**config.mk**
```make
export PLATFORM = sky130hd
export DESIGN_NAME = chkv_hash
export DESIGN_NICKNAME = d
export VERILOG_FILES = /design/src/hdl/chained_hash_key_value_table_defines.svh /design/src/hdl/chkv_pkg.sv /design/src/hdl/chkv_hash.sv
export SDC_FILE = /design/constraint.sdc
export NUM_CORES = 1
export LEC_CHECK = 0
export BUFFER_PORTS_ARGS = -buffer_cell sky130_fd_sc_hd__buf_2
export CORE_UTILIZATION = 55
export CTS_CLUSTER_DIAMETER = 100
export DETAILED_ROUTE_END_ITERATION = 6
export PLACE_DENSITY_LB_ADDON = 0.2
export SLEW_MARGIN = 20
export SYNTH_ARGS = -nofsm -noshare
export SYNTH_HDL_FRONTEND = slang
export SYNTH_SLANG_ARGS = --single-unit
```
**constraint.sdc**
```tcl
create_clock -name clk -period 10.7 [get_ports clk]
set_input_delay 1.605 -clock clk [delete_from_list [all_inputs] [get_ports clk]]
set_output_delay 1.605 -clock clk [all_outputs]
set_load 0.005 [all_outputs]
```
**src/hdl/chained_hash_key_value_table_defines.svh**
```systemverilog
// ----------------------------------------------------------------------------
// Chained hash key-value table assertion macros
// Shared helpers for the concurrent checks of the table.
// ----------------------------------------------------------------------------
`ifndef CHAINED_HASH_KEY_VALUE_TABLE_DEFINES_SVH
`define CHAINED_HASH_KEY_VALUE_TABLE_DEFINES_SVH

// The consequent must hold in the same cycle as the antecedent.
`define CHKV_ASSERT_NOW(lbl, ante, cons, msg) \
	lbl: assert property (@(posedge clk) disable iff (!arst_n) (ante) |-> (cons)) \
		else $error(msg);

// The consequent must hold in the cycle after the antecedent.
`define CHKV_ASSERT_NEXT(lbl, ante, cons, msg) \
	lbl: assert property (@(posedge clk) disable iff (!arst_n) (ante) |=> (cons)) \
		else $error(msg);

`endif

```
**src/hdl/chkv_pkg.sv**
```systemverilog
// ----------------------------------------------------------------------------
// Chained hash key-value table package
// Request kinds, default sizes and state types shared by the table modules.
// ----------------------------------------------------------------------------
package chkv_pkg;

	localparam int KEY_BITS_DEF   = 32;
	localparam int VALUE_BITS_DEF = 32;
	localparam int BUCKETS_DEF    = 64;
	localparam int CAPACITY_DEF   = 256;

	localparam logic [2:0] KIND_INSERT     = 3'd0;
	localparam logic [2:0] KIND_INS_UPDATE = 3'd1;
	localparam logic [2:0] KIND_UPDATE     = 3'd2;
	localparam logic [2:0] KIND_REMOVE     = 3'd3;
	localparam logic [2:0] KIND_FIND       = 3'd4;
	localparam logic [2:0] KIND_CLEAR      = 3'd5;

	localparam logic [31:0] HASH_MULT = 32'h9E3779B1;

	typedef enum logic [2:0] {
		H_IDLE,
		H_MUL,
		H_MIX,
		H_RCP,
		H_REM,
		H_FIX
	} hash_state_t;

	typedef enum logic [3:0] {
		S_IDLE,
		S_HASH,
		S_HEAD,
		S_HWAIT,
		S_READ,
		S_CMP,
		S_ACT,
		S_SCAN,
		S_ALLOC,
		S_LINK,
		S_DONE
	} state_t;

endpackage

```
**src/hdl/chkv_hash.sv**
```systemverilog
// ----------------------------------------------------------------------------
// Bucket hash unit
// Multiplicative hash followed by a reciprocal-multiply remainder by the
// bucket count, or by a mask when the bucket count is a power of two.
// ----------------------------------------------------------------------------
module chkv_hash #(
	parameter int BUCKETS = chkv_pkg::BUCKETS_DEF
) (
	input  logic                                          clk,
	input  logic                                          arst_n,
	input  logic                                          start,
	input  logic [31:0]                                   key,
	output logic                                          done,
	output logic [((BUCKETS > 1) ? $clog2(BUCKETS) : 1)-1:0] bucket
);
	import chkv_pkg::*;

	localparam int  BBW  = (BUCKETS > 1) ? $clog2(BUCKETS) : 1;
	localparam bit  POW2 = (BUCKETS & (BUCKETS - 1)) == 0;
	localparam logic [31:0] RECIP = 32'((64'd1 << 32) / 64'(BUCKETS));

	hash_state_t   state_q, state_d;
	logic [31:0]   key_q;
	logic [31:0]   prod_q;
	logic [31:0]   mix_q;
	logic [31:0]   quo_q;
	logic [31:0]   rem_q;
	logic [63:0]   rcp_prod;
	logic          done_q;

	always_comb begin
		state_d = state_q;
		unique case (state_q)
			H_IDLE: if (start) state_d = H_MUL;
			H_MUL:  state_d = H_MIX;
			H_MIX:  state_d = POW2 ? H_IDLE : H_RCP;
			H_RCP:  state_d = H_REM;
			H_REM:  state_d = H_FIX;
			H_FIX:  state_d = H_IDLE;
			default: state_d = H_IDLE;
		endcase
	end

	// The truncated reciprocal underestimates the quotient by at most one.
	assign rcp_prod = {32'd0, mix_q} * {32'd0, RECIP};

	always_ff @(posedge clk or negedge arst_n) begin
		if (!arst_n) begin
			state_q <= H_IDLE;
			done_q  <= 1'b0;
		end else begin
			state_q <= state_d;
			done_q  <= ((state_q == H_MIX) && POW2) || (state_q == H_FIX);
		end
	end

	always_ff @(posedge clk) begin
		unique case (state_q)
			H_IDLE: if (start) key_q <= key;
			H_MUL:  prod_q <= key_q * HASH_MULT;
			H_MIX:  mix_q <= prod_q ^ (prod_q >> 16);
			H_RCP:  quo_q <= rcp_prod[63:32];
			H_REM:  rem_q <= mix_q - quo_q * 32'(BUCKETS);
			H_FIX:  if (rem_q >= 32'(BUCKETS)) rem_q <= rem_q - 32'(BUCKETS);
			default: ;
		endcase
	end

	assign done   = done_q;
	assign bucket = POW2 ? BBW'(mix_q & 32'(BUCKETS - 1)) : rem_q[BBW-1:0];

endmodule

```
==> results of run 1 <==
[cells in the final DEF, fill, tap and decap left out, drive strengths merged]
cell | Yosys | final
inv | 93 | 93
ha | 91 | 91
fa | 66 | 66
edfxtp | 40 | 40
buf | 0 | 33
xnor2 | 27 | 27
xor2 | 19 | 19
a21oi | 11 | 11
clkbuf | 0 | 8
nor2 | 6 | 6
dfrtp | 4 | 4
o21ai | 4 | 4
a21o | 4 | 4
nor3b | 4 | 4
a22oi | 2 | 2
nand2 | 2 | 2
a2111oi | 2 | 2
or2 | 2 | 2
nand4 | 1 | 1
nand3 | 1 | 1
and2 | 1 | 1
nor2b | 1 | 1
a31o | 1 | 1
a311oi | 1 | 1
nor4b | 1 | 1
o21bai | 1 | 1
nor3 | 1 | 1
nand2b | 1 | 1
nand3b | 1 | 1
[critical path: stages, from the launching register on]
cell,delay (ps)
edfxtp_1,490
ha_1,420
xor2_1,180
ha_1,280
inv_1,50
fa_1,510
inv_1,50
fa_1,490
inv_1,50
fa_1,470
inv_1,50
fa_1,470
ha_1,300
ha_1,310
a21o_1,170
a21o_1,220
a2111oi_4,400
nor3b_2,150
a311oi_2,310
xnor2_1,90
[cell families (layout without fill, tap and decap cells)]
| kind of cell | after synthesis | in the layout | synth area share, % |
|---|---|---|---|
| AND/OR/NAND/NOR | 22 | 22 | 2.66 |
| buffers and inverters | 93 | 134 | 7.19 |
| adder cells (fa/ha/maj) | 157 | 157 | 50.7 |
| AO/OA/AOI/OAI | 26 | 26 | 4.36 |
| XOR/XNOR | 46 | 46 | 8.30 |
| flip-flops | 44 | 44 | 26.8 |
[metal layers]
| metal | vias to the layer above | track usage (%) |
|---|---|---|
| li1 | 1330 | - |
| met1 | 1331 | 29.2 |
| met2 | 61 | 38.5 |
| met3 | 12 | 3.00 |
| met4 | 0 | 5.60 |
| met5 | - | 0 |
[registers in the layout (all words and copies together), names as in the netlist]
| name | cells |
|---|---|
| done | 1 |
| key_q | 22 |
| mix_q | 6 |
| prod_q | 12 |
| state_q | 3 |
[metrics by stage]
step	setup WS, ps	hold WS (ps)
floorplan	5380	503
global placement	4970	546
detailed placement	4960	553
CTS	4960	564
global route	4780	579
finish	4990	559
[final cells by class]
class                   instances  area, um2  area share (%)
inverters                      93        349            6.65
multi-input cells             251       3210            61.1
clock buffers                   8       90.1            1.72
repair buffers                 33        170            3.24
flip-flops and latches         44       1300            24.8
well taps                     105        131            2.50
[final timing paths]
kind / startpoint / endpoint / slack [ps] / cells past startpoint
worst max-delay path: key_q[10] / prod_q[21] / 4990 / 19
worst min-delay path: prod_q[1] / mix_q[1] / 560 / 1
worst max register to register: key_q[10] / prod_q[21] / 4990 / 19
worst min register to register: prod_q[1] / mix_q[1] / 560 / 1
max in group asynchronous: arst_n / state_q[2] / 9490 / 1
min in group asynchronous: arst_n / done / 1090 / 1
[synthesized netlist by cell type (all sizes together)]
library cell | n | area (um2)
xor2 | 19 | 166
nand2 | 2 | 7.51
xnor2 | 27 | 236
o21bai | 1 | 7.51
nand3 | 1 | 5.00
or2 | 2 | 12.5
nand3b | 1 | 7.51
nand2b | 1 | 6.26
nand4 | 1 | 6.26
ha | 91 | 1140
nor4b | 1 | 8.76
and2 | 1 | 6.26
dfrtp | 4 | 100
o21ai | 4 | 23.8
nor3 | 1 | 5.00
fa | 66 | 1320
a311oi | 1 | 15.0
nor3b | 4 | 35.0
a2111oi | 2 | 55.1
nor2 | 6 | 22.5
a22oi | 2 | 15.0
inv | 93 | 349
a21oi | 11 | 55.1
nor2b | 1 | 6.26
a21o | 4 | 31.3
edfxtp | 40 | 1200
a31o | 1 | 8.76
==> results.sh, run 1 <==
export IMPL_status="finished, final reports clean"
export IMPL_initial_utilization_pct=57.9
export IMPL_rsz0062_at_grt="false"
export IMPL_synthDistinctLibCells=30
export IMPL_postRouteAntennaNets=0
export IMPL_antenna_found_initial=0
export IMPL_yosys_register_bits=44
export IMPL_via_per_inst=5.12
export IMPL_via_count=2734
export IMPL_design_area_um2=5250
export IMPL_dp_cells=526
export IMPL_period_minus_slack_ps=5710
export IMPL_setup_viol=0
export IMPL_finish_utilization_pct=62.7
export IMPL_finalHoldViolations=0
export IMPL_nets=620
export IMPL_clock_skew_ps=9.20
export IMPL_area_growth_pct=8.20
export IMPL_grt_pass1_vias=3048
export IMPL_final_layout_size_suffix_gt1_share_pct=11.2
export IMPL_hold_path_class="flip-flop to flip-flop"
export IMPL_coreArea_um2=8380
export IMPL_first_pass_iters=4
export IMPL_numCtsBuffers=5
export IMPL_cts_tree="yes"
export IMPL_grt_max_degree=23
export IMPL_yosysSeqAreaShare_pct=26.8
export IMPL_yosysWarnings=0
export IMPL_timing_max_cap_violations=0
export IMPL_arrival_ps=5750
export IMPL_die_area_um2=9200
export IMPL_max_freq_ghz=0.175
export IMPL_gr_usage_all_layers_pct=22.1
export IMPL_worstSetupStartpointType="flip-flop"
export IMPL_relSlewSlack_pct=38.3
export IMPL_crit_path_end_kind="flip-flop"
export IMPL_syn_inst=388
export IMPL_dr_wl_met3_um=363
export IMPL_post_dp_hpwl_mm=7.63
export IMPL_insertion_delay_ps=290
export IMPL_cts_hold_fix_buffers=0
export IMPL_finalCritPeriodShare_pct=53.3
export IMPL_avgSynthCellArea_um2=12.5
export IMPL_syn_num_nets=580
export IMPL_cp_required_ps=10750
export IMPL_setup_tns_final_ps=0
export IMPL_rows=33
export IMPL_grt_pass1_wl_mm=14.7
export IMPL_slew_viol_final=0
export IMPL_cts_root_buf="clkbuf_8"
export IMPL_wl_met2_mm=4.19
export IMPL_h_tree_depth=2
export IMPL_die_width_um=95.9
export IMPL_cts_setup_buffers=0
export IMPL_wl_per_cell_um=16.0
export IMPL_critical_path_class="flip-flop to flip-flop"
export IMPL_final_cell_count_no_fill=534
export IMPL_overflow=0
export IMPL_synthesis_area_um2=4850
export IMPL_tightest_slew_ps=924
export IMPL_num_io_pins=42
export IMPL_cts_sinks=44
export IMPL_clock_path_buffers=2
export IMPL_crit_fanout=5
export IMPL_cts_clk_slew_worst_paths_ps=80
export IMPL_routed_wl_mm=8.55
export IMPL_fill_cells=703
export IMPL_antenna_cells=0
export IMPL_drc=0
export IMPL_cts_repair_resized=0
export IMPL_die_y_um=95.9
export IMPL_placed_area_um2=5160
export IMPL_portBuffers=31
export IMPL_gp_congestion=0.892
export IMPL_first_iter_violations=76
export IMPL_routed_top_layer="met4"
export IMPL_wl_met1_mm=3.85
Power of run 1 is not shown: default switching activity piles up to over one toggle a cycle in this logic, so the estimate is an artifact.
==> run 2: changes to the inputs <==
clock period = 5.9 ns   (was 10.7 ns; I/O delays follow)
==> results.sh, run 2 (synthesized netlist as in run 1, its figures left out) <==
export IMPL_status="finished, final reports clean"
export IMPL_cts_clk_slew_worst_paths_ps=90
export IMPL_gp_congestion=0.903
export IMPL_tightest_slew_ps=1000
export IMPL_timing_max_cap_violations=0
export IMPL_via_per_inst=5.19
export IMPL_finish_utilization_pct=63.2
export IMPL_grt_max_degree=23
export IMPL_die_width_um=95.9
export IMPL_final_common_cell="inv_1"
export IMPL_slew_viol_final=0
export IMPL_rsz0062_at_grt="false"
export IMPL_setup_tns_final_ps=0
export IMPL_critical_path_class="flip-flop to flip-flop"
export IMPL_wl_per_cell_um=16.3
export IMPL_cts_root_buf="clkbuf_8"
export IMPL_largest_reg_flops=22
export IMPL_cts_sinks=44
export IMPL_nets=626
export IMPL_cts_hold_fix_buffers=0
export IMPL_rows=33
export IMPL_routed_wl_mm=8.80
export IMPL_max_freq_ghz=0.175
export IMPL_clock_path_buffers=2
export IMPL_worstSetupStartpointType="flip-flop"
export IMPL_finalHoldViolations=0
export IMPL_portBuffers=31
export IMPL_insertion_delay_ps=300
export IMPL_post_dp_hpwl_mm=7.75
export IMPL_clock_skew_ps=12.6
export IMPL_path_delay_family="adder cells"
export IMPL_antenna_cells=0
export IMPL_gr_usage_all_layers_pct=22.3
export IMPL_h_tree_depth=2
export IMPL_cp_required_ps=5960
export IMPL_finalCritPeriodShare_pct=96.6
export IMPL_coreArea_um2=8380
export IMPL_initial_utilization_pct=57.9
export IMPL_final_cell_count_no_fill=540
export IMPL_period_minus_slack_ps=5700
export IMPL_final_layout_size_suffix_gt1_share_pct=12.6
export IMPL_grt_pass1_wl_mm=14.6
export IMPL_crit_path_top_delay_cell="fa_1"
export IMPL_top_register="key_q"
export IMPL_arrival_ps=5760
export IMPL_die_area_um2=9200
export IMPL_path_buf_inv=4
export IMPL_num_io_pins=42
export IMPL_first_pass_iters=4
export IMPL_die_y_um=95.9
export IMPL_numCtsBuffers=5
export IMPL_dp_cells=530
export IMPL_hold_path_class="input pin to asynchronous set/reset pin"
export IMPL_crit_path_end_kind="flip-flop"
export IMPL_mostFrequentLayoutCells="inv_1 (93), ha_1 (90), fa_1 (66)"
export IMPL_slowest_delay_ps=530
export IMPL_postRouteAntennaNets=0
export IMPL_antenna_found_initial=0
export IMPL_reg_top3="key_q x22, prod_q x12, mix_q x6"
export IMPL_cts_tree="yes"
export IMPL_grt_pass1_vias=3115
export IMPL_drc=0
export IMPL_relSlewSlack_pct=33.2
export IMPL_first_iter_violations=55
export IMPL_overflow=0
export IMPL_setup_viol=0
export IMPL_area_growth_pct=9.18
export IMPL_path_cells="ha_1 -> xor2_1 -> ha_1 -> inv_1 -> fa_1 -> inv_1 -> fa_1 -> inv_1 -> fa_1 -> inv_1 -> fa_1 -> ha_1 -> ha_1 -> a21o_1 -> a21o_1 -> a2111oi_4 -> nor3b_2 -> a311oi_2 -> xnor2_1"
export IMPL_via_count=2803
export IMPL_crit_fanout=6
==> run 2: changes by cell type in the layout (fill, tap and decap cells not counted), sizes merged <==
| cell | previous run | this run |
|---|---|---|
| buf | 33 | 39 |
==> run 2: final timing paths <==
kind                       startpoint    endpoint  slack [ps]  cells after the start
setup / recovery             key_q[5]  prod_q[21]         200                     19
hold / removal                 arst_n  state_q[0]         360                      1
setup reg to reg             key_q[5]  prod_q[21]         200                     19
hold reg to reg             prod_q[1]    mix_q[1]         570                      1
max in group asynchronous      arst_n        done        5420                      1
min in group clk            prod_q[1]    mix_q[1]         570                      1
==> run 2: layer usage <==
layer | up-vias | share of wire, % | GRT usage, %
li1 | 1344 | - | -
met1 | 1393 | 44 | 28.2
met2 | 51 | 52 | 40.2
met3 | 15 | 2.0 | 2.37
met4 | 0 | 2.1 | 6.34
met5 | - | 0 | 0
==> run 2: what timing repair did <==
action,4_1_cts,5_1_grt
setup endpoints to repair,0,2
gates resized for setup,0,1
buffers inserted,0,2
==> run 2: stage by stage <==
step | area [um2] | hold WS (ps) | worst slack [ps]
floorplan | 4850 | 503 | 578
global placement | 5190 | 548 | 198
detailed placement | 5190 | 559 | 195
CTS | 5280 | 367 | 167
global route | 5300 | 367 | 1.10
finish | 5300 | 364 | 198
==> run 2: cell type report <==
class / count / area (um2)
fillers: 647 / 3080
inverters: 93 / 349
flip-flops and latches: 44 / 1300
clock buffers: 8 / 90.1
well taps: 105 / 131
repair buffers: 39 / 215
multi-input cells: 251 / 3210
Power of run 2 is left out for the same reason.
